[config.mk]
export PLATFORM = sky130hd
export DESIGN_NAME = chunk_loudness_barge_in_detector
export DESIGN_NICKNAME = d
export VERILOG_FILES = /design/src/clbd_pkg.sv /design/src/clbd_front.sv /design/src/clbd_fifo.sv /design/src/clbd_back.sv /design/src/chunk_loudness_barge_in_detector.sv
export SDC_FILE = /design/constraint.sdc
export NUM_CORES = 2
export LEC_CHECK = 0
export ABC_AREA = 1
export BUFFER_PORTS_ARGS = -buffer_cell sky130_fd_sc_hd__buf_2
export CAP_MARGIN = 5
export CORE_ASPECT_RATIO = 0.5
export CORE_MARGIN = 2
export CORE_UTILIZATION = 65
export CTS_CLUSTER_SIZE = 30
export DETAILED_ROUTE_END_ITERATION = 10
export PLACE_DENSITY = 0.9
export SYNTH_ARGS = -nofsm -noshare
export SYNTH_HDL_FRONTEND = slang
export SYNTH_SLANG_ARGS = --single-unit
[constraint.sdc]
create_clock -name aclk -period 14.5 [get_ports aclk]
set_input_delay 3.625 -clock aclk [delete_from_list [all_inputs] [get_ports aclk]]
set_output_delay 3.625 -clock aclk [all_outputs]
set_load 0.01 [all_outputs]
[src/clbd_pkg.sv]
// Shared types and constants of the chunk loudness detector.
// Used by the front, queue, back and top-level modules; depends on nothing.
`default_nettype none

package clbd_pkg;

    localparam int MAX_CHUNK  = 1024;
    localparam int SAMPLE_W   = 16;
    localparam int SUM_W      = SAMPLE_W + $clog2(MAX_CHUNK);
    localparam int COUNT_W    = $clog2(MAX_CHUNK + 1);
    localparam int LEVEL_W    = 24;
    localparam int FRAC_W     = 8;
    localparam int DIV_STEPS  = SUM_W + FRAC_W;
    localparam int STEP_W     = $clog2(DIV_STEPS);

    localparam int VAD_W      = 15;
    localparam int IRQ_THR_W  = 16;
    localparam int GAIN_W     = 9;
    localparam int CFG_IDX_W  = 2;
    localparam int CFG_DATA_W = 16;

    localparam logic [VAD_W-1:0]     VAD_RESET  = VAD_W'(500);
    localparam logic [IRQ_THR_W-1:0] IRQ_RESET  = IRQ_THR_W'(2500);
    localparam logic [GAIN_W-1:0]    GAIN_RESET = GAIN_W'(51);
    localparam logic [GAIN_W-1:0]    GAIN_ONE   = GAIN_W'(256);

    localparam logic [CFG_IDX_W-1:0] CFG_VAD_THR  = 2'd0;
    localparam logic [CFG_IDX_W-1:0] CFG_IRQ_THR  = 2'd1;
    localparam logic [CFG_IDX_W-1:0] CFG_GAIN     = 2'd2;

    localparam int FIFO_DEPTH = 2;
    localparam int FIFO_PTR_W = $clog2(FIFO_DEPTH);
    localparam int FIFO_CNT_W = $clog2(FIFO_DEPTH + 1);

    localparam int OUT_DATA_W = 56;

    // One finished chunk handed from the front to the back.
    typedef struct packed {
        logic [SUM_W-1:0]   abs_sum;
        logic [COUNT_W-1:0] count;
        logic               speaking;
        logic               stt;
    } job_t;

endpackage

`default_nettype wire

[src/clbd_front.sv]
// Front end: takes sample beats, accumulates absolute values per chunk and
// pushes a finished chunk into the job queue. Depends on clbd_pkg.
`default_nettype none

module clbd_front import clbd_pkg::*; (
    input  wire logic                aclk,
    input  wire logic                aresetn,
    input  wire logic                in_beat,
    input  wire logic [SAMPLE_W-1:0] sample,
    input  wire logic                last,
    input  wire logic                speaking,
    input  wire logic                stt,
    output logic                     push,
    output job_t                     job
);

    logic [SUM_W-1:0]    sum_reg, sum_next;
    logic [COUNT_W-1:0]  count_reg, count_next;
    logic [SAMPLE_W:0]   mag;

    // The most negative sample maps to 32768, which needs the extra bit.
    assign mag = sample[SAMPLE_W-1]
               ? ((SAMPLE_W+1)'(1) << SAMPLE_W) - {1'b0, sample}
               : {1'b0, sample};

    always_comb begin
        sum_next   = sum_reg;
        count_next = count_reg;
        if (count_reg < COUNT_W'(MAX_CHUNK)) begin
            sum_next   = sum_reg + SUM_W'(mag);
            count_next = count_reg + COUNT_W'(1);
        end
    end

    assign push = in_beat && last;
    always_comb begin
        job.abs_sum  = sum_next;
        job.count    = count_next;
        job.speaking = speaking;
        job.stt      = stt;
    end

    always_ff @(posedge aclk) begin
        if (!aresetn) begin
            sum_reg   <= '0;
            count_reg <= '0;
        end else if (in_beat) begin
            if (last) begin
                sum_reg   <= '0;
                count_reg <= '0;
            end else begin
                sum_reg   <= sum_next;
                count_reg <= count_next;
            end
        end
    end

endmodule

`default_nettype wire

[src/clbd_fifo.sv]
// Short job queue between front and back so that each side stalls on its own.
// Depends on clbd_pkg for the job type and depth.
`default_nettype none

module clbd_fifo import clbd_pkg::*; (
    input  wire logic aclk,
    input  wire logic aresetn,
    input  wire logic push,
    input  job_t      push_job,
    input  wire logic pop,
    output job_t      head_job,
    output logic      full,
    output logic      empty
);

    job_t                  mem_reg [FIFO_DEPTH];
    logic [FIFO_PTR_W-1:0] wr_ptr_reg, rd_ptr_reg;
    logic [FIFO_CNT_W-1:0] count_reg;
    logic                  do_push, do_pop;

    assign full     = (count_reg == FIFO_CNT_W'(FIFO_DEPTH));
    assign empty    = (count_reg == '0);
    assign do_push  = push && !full;
    assign do_pop   = pop && !empty;
    assign head_job = mem_reg[rd_ptr_reg];

    always_ff @(posedge aclk) begin
        if (do_push) begin
            mem_reg[wr_ptr_reg] <= push_job;
        end
    end

    always_ff @(posedge aclk) begin
        if (!aresetn) begin
            wr_ptr_reg <= '0;
            rd_ptr_reg <= '0;
            count_reg  <= '0;
        end else begin
            if (do_push) begin
                wr_ptr_reg <= (wr_ptr_reg == FIFO_PTR_W'(FIFO_DEPTH - 1))
                            ? '0 : wr_ptr_reg + FIFO_PTR_W'(1);
            end
            if (do_pop) begin
                rd_ptr_reg <= (rd_ptr_reg == FIFO_PTR_W'(FIFO_DEPTH - 1))
                            ? '0 : rd_ptr_reg + FIFO_PTR_W'(1);
            end
            if (do_push && !do_pop) begin
                count_reg <= count_reg + FIFO_CNT_W'(1);
            end else if (do_pop && !do_push) begin
                count_reg <= count_reg - FIFO_CNT_W'(1);
            end
        end
    end

endmodule

`default_nettype wire

[src/clbd_back.sv]
// Back end: bit-serial mean division, voice test, exponential average and the
// result register, plus the configuration registers. Depends on clbd_pkg.
`default_nettype none

module clbd_back import clbd_pkg::*; (
    input  wire logic                  aclk,
    input  wire logic                  aresetn,
    input  wire logic                  cfg_wr_en,
    input  wire logic [CFG_IDX_W-1:0]  cfg_index,
    input  wire logic [CFG_DATA_W-1:0] cfg_wdata,
    input  job_t                       head_job,
    input  wire logic                  job_empty,
    output logic                       job_pop,
    output logic                       out_valid,
    input  wire logic                  out_ready,
    output logic [LEVEL_W-1:0]         out_mean,
    output logic                       out_voice,
    output logic                       out_irq,
    output logic                       out_fwd,
    output logic [LEVEL_W-1:0]         out_smoothed
);

    typedef enum logic [2:0] {
        S_IDLE,
        S_DIV,
        S_MUL,
        S_SUM,
        S_OUT
    } state_t;

    localparam int PROD_W = GAIN_W + LEVEL_W;
    localparam int VPROD_W = VAD_W + COUNT_W;

    state_t               state_reg;
    job_t                 job_reg;
    logic [STEP_W-1:0]    step_reg;
    logic [COUNT_W-1:0]   rem_reg;
    logic [DIV_STEPS-1:0] num_reg;
    logic [LEVEL_W-1:0]   mean_reg;
    logic [PROD_W-1:0]    pnew_reg, pold_reg;
    logic [VPROD_W-1:0]   vprod_reg;
    logic [LEVEL_W-1:0]   avg_calc_reg;
    logic                 voice_reg;
    logic [LEVEL_W-1:0]   smoothed_reg;

    logic [VAD_W-1:0]     vad_thr_reg;
    logic [IRQ_THR_W-1:0] irq_thr_reg;
    logic [GAIN_W-1:0]    gain_reg;

    logic                 out_valid_reg;
    logic [LEVEL_W-1:0]   out_mean_reg, out_smoothed_reg;
    logic                 out_voice_reg, out_irq_reg, out_fwd_reg;

    logic [COUNT_W:0]     trial;
    logic                 qbit;
    logic [GAIN_W-1:0]    gain_sat;
    logic [PROD_W:0]      ema_sum;
    logic                 irq_hit;
    logic                 out_free;

    // One quotient bit per cycle; the remainder always stays below the count.
    assign trial = {rem_reg, num_reg[DIV_STEPS-1]};
    assign qbit  = (trial >= {1'b0, job_reg.count});

    assign gain_sat = (gain_reg > GAIN_ONE) ? GAIN_ONE : gain_reg;
    assign ema_sum  = {1'b0, pnew_reg} + {1'b0, pold_reg};
    assign irq_hit  = job_reg.speaking && (avg_calc_reg >= {irq_thr_reg, FRAC_W'(0)});
    assign out_free = !out_valid_reg || out_ready;
    assign job_pop  = (state_reg == S_IDLE) && !job_empty;

    always_ff @(posedge aclk) begin
        if (!aresetn) begin
            vad_thr_reg <= VAD_RESET;
            irq_thr_reg <= IRQ_RESET;
            gain_reg    <= GAIN_RESET;
        end else if (cfg_wr_en) begin
            unique case (cfg_index)
                CFG_VAD_THR: vad_thr_reg <= cfg_wdata[VAD_W-1:0];
                CFG_IRQ_THR: irq_thr_reg <= cfg_wdata[IRQ_THR_W-1:0];
                CFG_GAIN:    gain_reg    <= cfg_wdata[GAIN_W-1:0];
                default:     ;
            endcase
        end
    end

    always_ff @(posedge aclk) begin
        if (!aresetn) begin
            state_reg     <= S_IDLE;
            smoothed_reg  <= '0;
            out_valid_reg <= 1'b0;
        end else begin
            if ((state_reg == S_OUT) && out_free) begin
                out_valid_reg <= 1'b1;
            end else if (out_ready) begin
                out_valid_reg <= 1'b0;
            end
            unique case (state_reg)
                S_IDLE: begin
                    if (!job_empty) begin
                        job_reg   <= head_job;
                        num_reg   <= {head_job.abs_sum, FRAC_W'(0)};
                        rem_reg   <= '0;
                        step_reg  <= '0;
                        state_reg <= S_DIV;
                    end
                end
                S_DIV: begin
                    rem_reg  <= qbit ? COUNT_W'(trial - {1'b0, job_reg.count})
                                     : COUNT_W'(trial);
                    num_reg  <= {num_reg[DIV_STEPS-2:0], qbit};
                    step_reg <= step_reg + STEP_W'(1);
                    if (step_reg == STEP_W'(DIV_STEPS - 1)) begin
                        state_reg <= S_MUL;
                    end
                end
                S_MUL: begin
                    mean_reg  <= num_reg[LEVEL_W-1:0];
                    pnew_reg  <= gain_sat * num_reg[LEVEL_W-1:0];
                    pold_reg  <= (GAIN_ONE - gain_sat) * smoothed_reg;
                    vprod_reg <= vad_thr_reg * job_reg.count;
                    state_reg <= S_SUM;
                end
                S_SUM: begin
                    avg_calc_reg <= ema_sum[FRAC_W +: LEVEL_W];
                    voice_reg    <= (VPROD_W'(job_reg.abs_sum) > vprod_reg);
                    state_reg    <= S_OUT;
                end
                S_OUT: begin
                    if (out_free) begin
                        out_mean_reg     <= mean_reg;
                        out_voice_reg    <= voice_reg;
                        out_irq_reg      <= irq_hit;
                        out_fwd_reg      <= !job_reg.speaking && job_reg.stt;
                        // A silent agent or a fired interrupt clears the average.
                        if (job_reg.speaking && !irq_hit) begin
                            smoothed_reg     <= avg_calc_reg;
                            out_smoothed_reg <= avg_calc_reg;
                        end else begin
                            smoothed_reg     <= '0;
                            out_smoothed_reg <= '0;
                        end
                        state_reg <= S_IDLE;
                    end
                end
                default: state_reg <= S_IDLE;
            endcase
        end
    end

    assign out_valid    = out_valid_reg;
    assign out_mean     = out_mean_reg;
    assign out_voice    = out_voice_reg;
    assign out_irq      = out_irq_reg;
    assign out_fwd      = out_fwd_reg;
    assign out_smoothed = out_smoothed_reg;

endmodule

`default_nettype wire

[src/chunk_loudness_barge_in_detector.sv]
// Chunk loudness detector: one sample beat per cycle on the input side while
// the job queue is not full. After the marked last beat the chunk passes the
// bit-serial mean divider and then the multiply, sum and output stages of the
// back end, which takes the next chunk only once the last result is registered;
// a two-entry job queue absorbs short chunks. Reset (aresetn, low, synchronous)
// clears the state, chunk and queue counts and average; reloads the config registers.
`default_nettype none

module chunk_loudness_barge_in_detector import clbd_pkg::*; (
    input  wire logic                  aclk,
    input  wire logic                  aresetn,
    input  wire logic                  s_tvalid,
    output logic                       s_tready,
    input  wire logic [15:0]           s_tdata,   // [15:0] sample
    input  wire logic                  s_tlast,
    input  wire logic [1:0]            s_tuser,   // [0] agent_speaking, [1] stt_enabled
    output logic                       m_tvalid,
    input  wire logic                  m_tready,
    // [23:0] mean_level, [24] voice_active, [25] interrupt_request,
    // [26] forward_chunk, [50:27] smoothed_level, [55:51] zero
    output logic [OUT_DATA_W-1:0]      m_tdata,
    input  wire logic                  cfg_wr_en,
    input  wire logic [CFG_IDX_W-1:0]  cfg_index,
    input  wire logic [CFG_DATA_W-1:0] cfg_wdata
);

    logic               in_beat;
    logic               push;
    job_t               push_job, head_job;
    logic               q_full, q_empty, q_pop;
    logic [LEVEL_W-1:0] out_mean, out_smoothed;
    logic               out_voice, out_irq, out_fwd;

    assign s_tready = !q_full;
    assign in_beat  = s_tvalid && s_tready;

    clbd_front u_front (
        .aclk     (aclk),
        .aresetn  (aresetn),
        .in_beat  (in_beat),
        .sample   (s_tdata),
        .last     (s_tlast),
        .speaking (s_tuser[0]),
        .stt      (s_tuser[1]),
        .push     (push),
        .job      (push_job)
    );

    clbd_fifo u_fifo (
        .aclk     (aclk),
        .aresetn  (aresetn),
        .push     (push),
        .push_job (push_job),
        .pop      (q_pop),
        .head_job (head_job),
        .full     (q_full),
        .empty    (q_empty)
    );

    clbd_back u_back (
        .aclk         (aclk),
        .aresetn      (aresetn),
        .cfg_wr_en    (cfg_wr_en),
        .cfg_index    (cfg_index),
        .cfg_wdata    (cfg_wdata),
        .head_job     (head_job),
        .job_empty    (q_empty),
        .job_pop      (q_pop),
        .out_valid    (m_tvalid),
        .out_ready    (m_tready),
        .out_mean     (out_mean),
        .out_voice    (out_voice),
        .out_irq      (out_irq),
        .out_fwd      (out_fwd),
        .out_smoothed (out_smoothed)
    );

    assign m_tdata = {5'd0, out_smoothed, out_fwd, out_irq, out_voice, out_mean};

endmodule

`default_nettype wire

[Yosys cells after proc, flatten, opt, wreduce, memory -nomap -nowiden]
Memories as Yosys holds them, arrays and structs flattened. A register that Yosys moved wholly into a read port is not among the register bits.
Cells that the tools add are included.
Cells by class
  add/sub/neg operators: 11
  multipliers: 3
  $lt $le $gt $ge: 5
  equal/unequal tests: 11
  mux-type cells: 28
  bitwise logic cells: 1
  reduce and logical (&&, ||, !) cells: 35
Operators with widths (count)
  $pmux 34 s2: 1
  $mux 26: 2
  $mux 11: 4
  $mux 34: 1
  $mul 33x24->32: 1
  $add 32x32->32: 1
  $mul 9x24->32: 1
  $add 26x17->26: 1
  $gt 26x26->1: 1
  $mul 15x11->26: 1
  $ge 24x24->1: 1
  $mux 24: 1
  $pmux 11 s2: 1
  $mux 17: 1
  $sub 17x16->17 const A: 1
  $pmux 3 s5: 1
  $ge 12x11->1: 1
  $pmux 6 s2: 1
  $reduce_and 2->1: 6
  $reduce_and 3->1: 4
  $add 11x1->11 const B: 1
  $logic_and 1x1->1: 11
  $lt 11x11->1 const B: 1
  $sub 11x11->11: 1
  25 further kinds: 48
Storage, ports and cells
  flip-flop bits (word level): 389
  memory bits (writable): 78
  input port bits: 42
  output and inout bits: 58
  logic and storage cells: 124
  memories kept: 1
Memories
  u_fifo.mem_reg: depth 2, width 39, rd ports 1, clocked after Yosys merged registers in 1, write ports 1, RTL line clbd_fifo.sv:16  | job_t mem_reg [FIFO_DEPTH];

[Logic depth before layout (Yosys ltp)]
  word-level depth: 9
  gate-level depth with buffers: 39
  gate-level depth less buffers: 37

[Hierarchy]
A second synthesis with hierarchy kept.
Unflattened totals
  cells, all modules: 4941
  area total of the unflattened synthesis: 42129.2 um2
By module, submodules not included
  clbd_back: instances 1, cells each 4149, area each 35302.6 um2, sequential area each 9769.4 um2
  clbd_front: instances 1, cells each 621, area each 3643.5 um2, sequential area each 740.7 um2
  clbd_fifo: instances 1, cells each 159, area each 3105.5 um2, sequential area each 2442.3 um2
  chunk_loudness_barge_in_detector: instances 1, cells each 12, area each 77.6 um2, sequential area each 0.0 um2

[Least setup slack after synthesis]
Ideal clock, no wire load.
  kind: input -> register
  start point: input port aresetn
  end point: register u_back.mean_reg[0] (enable)
  data arrival time: 8.827 ns
  required time: 13.912 ns
  path slack: 5.086 ns
  cell stages on the path: 4
  cell sequence: inv_1 > clkbuf_1 > buf_1 > nor2_1
On the way
  cells in the longest elaborated chain, start to end: 1
Ends and longest elaborated chain
  from (decl): RTL line chunk_loudness_barge_in_detector.sv:11  | input wire logic aresetn,
  $reduce_and 2->1 (no line)
  to (signal assigned): RTL line clbd_back.sv:117  | mean_reg <= num_reg[LEVEL_W-1:0];
  to (decl): RTL line clbd_back.sv:39  | logic [LEVEL_W-1:0] mean_reg;
Every way passes these cells.
A chain may end at the register's enable or synchronous reset.

[Worst setup path after layout]
  start point: register u_back.gain_reg[8]
  end point: register u_back.pold_reg[31] (data pin)
On the way
  cells in the longest elaborated chain, start to end: 4
Ends and longest elaborated chain
  from (decl): RTL line clbd_back.sv:48  | logic [GAIN_W-1:0] gain_reg;
  from (signal assigned): RTL line clbd_back.sv:80  | CFG_GAIN: gain_reg <= cfg_wdata[GAIN_W-1:0];
  $gt 9x9->1: RTL line clbd_back.sv:65  | assign gain_sat = (gain_reg > GAIN_ONE) ? GAIN_ONE : gain_reg;
  $mux 9 *: RTL line clbd_back.sv:65
  $sub 9x9->10 *: RTL line clbd_back.sv:119  | pold_reg <= (GAIN_ONE - gain_sat) * smoothed_reg;
  $mul 33x24->32 *: RTL line clbd_back.sv:119
  to (signal assigned): RTL line clbd_back.sv:119
  to (decl): RTL line clbd_back.sv:40  | logic [PROD_W-1:0] pnew_reg, pold_reg;
Mark *: on every way between the ends. The rest lies on a longest branch, timed or not.

==> flow_summary_export.csv <==
group,metric,value,unit
place,port_buffers,94,
clocking,path_clk_slew,0.08,ns
place,hpwl,92500,um
timing,tns,0,ns
global_route,grt_pass1_wl,189000,um
routing,drt_iter0_drc,3597,
critical_path,cp.arrival,9.82,ns
timing,tightest_slew,1.21,ns
global_route,track_usage,0.343,
clocking,cts_buffers,44,
clocking,clockBufferDepth,3,
routing,via_per_inst,5.78,
timing,min_period,9.45,ns
logic_synthesis,synth_top_area_share,0.246,
logic_synthesis,synthArstFlopShare,0,
clocking,post_cts_buffers,0,
logic_synthesis,avgSynthCellArea,8.78,um2
global_route,grt_max_degree,70,
finish,nNetsFinal,5981,
timing,rsz0062_at_grt,"false",
critical_path,crit_path_max_incr_delay,1.12,ns
job,maxCapViolations,0,
clocking,clk_latency,0.64,ns
die,die_area,0.0703,mm2
routing,dr.pass1.iters,9,
die,fp.dieH,188,um
die,io_pins,100,
global_route,grt_overflow,0,
timing,setup_violations,0,
critical_path,worst_ep_required_time,14.88,ns
die,fp-row-count,67,
critical_path,cp_max_fo,29,
critical_path,crit_top_cell,"fa_1",
routing,vias,34768,
timing,relSlewSlack,0.193,
timing,finClkSkew,0.0552,ns
finish,syn_to_final_growth,6.46,%
logic_synthesis,ys_types,54,
logic_synthesis,synth_edf_count,358,
logic_synthesis,ys_seq_area_frac,0.293,
routing,drc_errors,0,
place,gp_congestion,1.02,
routing,drt_wl_total,119000,um
logic_synthesis,synth_area_leaders,"fa_1, edfxtp_1, inv_1, nand2_1, ha_1",
logic_synthesis,synthTopCellsByCount,"inv_1, nand2_1, fa_1",
routing,antenna_left,0,
logic_synthesis,synth_area,0.0442,mm2
die,start_util,0.659,
logic_synthesis,synth_ff_type,"edfxtp_1",
die,core_area,0.0671,mm2
clocking,root_buffer,"clkbuf_16",
critical_path,start_kind,"register",
routing,routedWlPerCell,19.8,um
finish,drive_above_1_share,0.0537,
critical_path,critPathKind,"reg2reg",
timing,whs,0.416,ns
timing,timing_hold_violations_final,0,
clocking,cts_tree,"yes",
run_status,outcome,"complete, no violations",
logic_synthesis,yosys_warnings,0,
clocking,ctsResizeCount,0,
clocking,htree_levels,2,
clocking,clock-sinks,468,
logic_synthesis,syn_inst,5038,
timing,fmax,0.106,GHz
finish,nFillCells,4903,
min_path,min_path_type,"reg2reg",
timing,finalCritPeriodShare,0.652,
finish,diodes,0,
global_route,grt_pass1_vias,36171,
global_route,antenna_found_initial,0,
critical_path,cpMaxStageDelayCell,"dfxtp_1",
finish,largest_register_ffs,78,
logic_synthesis,synth_top_cell_by_area,"fa_1",
die,fp.dieW,373,um
logic_synthesis,yosys_register_bits,468,
logic_synthesis,post-synth-top-count-cell,"inv_1",
critical_path,endpoint_kind,"register",
clocking,holdBufCountCts,0,
timing,drv_slew,0,
kinds of logic (layout without fill, tap and decap cells):
logic type / Yosys count / after routing / synth area share
flops: 468 / 468 / 0.293
xor+xnor: 156 / 156 / 0.0309
compound gates: 534 / 534 / 0.0652
fa+ha+maj: 857 / 857 / 0.335
simple gates: 1726 / 1726 / 0.158
mux: 39 / 39 / 0.00993
other cells: 2 / 51 / 0.000170
buf+inv: 1256 / 1287 / 0.108
critical path: cells and delay by family (launching register included):
| kind | cells | cell delay (ns) |
|---|---|---|
| flops | 1 | 1.12 |
| compound gates | 5 | 1.47 |
| buf+inv | 5 | 0.26 |
| simple gates | 9 | 2.21 |
| fa+ha+maj | 9 | 4.11 |
cells in the final DEF, fill, tap and decap left out, drive strengths merged, types with 5 or more instances in the layout:
| cell | synthesis | final |
|---|---|---|
| a21o | 14 | 14 |
| a21oi | 270 | 270 |
| a22oi | 5 | 5 |
| a31oi | 8 | 8 |
| buf | 55 | 109 |
| bufinv | 0 | 6 |
| clkbuf | 105 | 55 |
| clkinv | 4 | 16 |
| conb | 2 | 51 |
| dfxtp | 110 | 110 |
| edfxtp | 358 | 358 |
| fa | 543 | 543 |
| ha | 314 | 314 |
| inv | 1092 | 1100 |
| mux2 | 39 | 39 |
| nand2 | 1068 | 1068 |
| nand3 | 188 | 188 |
| nand3b | 7 | 7 |
| nand4 | 33 | 33 |
| nor2 | 365 | 365 |
| nor3 | 30 | 30 |
| nor4 | 16 | 16 |
| o211ai | 11 | 11 |
| o21ai | 188 | 188 |
| o21bai | 13 | 13 |
| or2 | 14 | 14 |
| xnor2 | 60 | 60 |
| xor2 | 96 | 96 |
metrics by stage:
stage / area [um2] / setup WS, ns / utilization / cells
global route: 47100 / 4.54 / 0.701 / 6015
floorplan: 44400 / 5.09 / - / 5087
detailed placement: 45500 / 5.32 / 0.678 / 5933
finish: 47100 / 5.05 / 0.701 / 6015
global placement: 45500 / 5.50 / 0.678 / 5933
CTS: 47100 / 5.27 / 0.701 / 6015
metal layers:
layer,share of wire,up-vias,track usage
li1,-,15647,-
met1,0.38,16793,0.429
met2,0.47,1896,0.579
met3,0.096,432,0.0718
met4,0.049,0,0.160
met5,0,-,0
final timing paths:
kind	from	endpoint	slack, ns	cells past startpoint
max	u_back.gain_reg[8]	u_back.pold_reg[31]	5.05	28
min	u_back.mean_reg[10]	u_back.out_mean[10]	0.42	0
min reg2reg	u_back.mean_reg[10]	u_back.out_mean[10]	0.42	0
max reg2reg	u_back.gain_reg[8]	u_back.pold_reg[31]	5.05	28
cell type report:
type                    count  area, um2  area share
repair buffers            109        583      0.0124
clock inverters            27        368     0.00781
clock buffers              55       1220      0.0260
well taps                 897       1120      0.0238
flip-flops and latches    468      13000       0.275
inverters                1096       4110      0.0873
multi-input cells        3363      26700       0.568
Power is left out: the tool's default activity adds up to more than one toggle a clock period on the data nets, which glitch-free logic cannot reach.
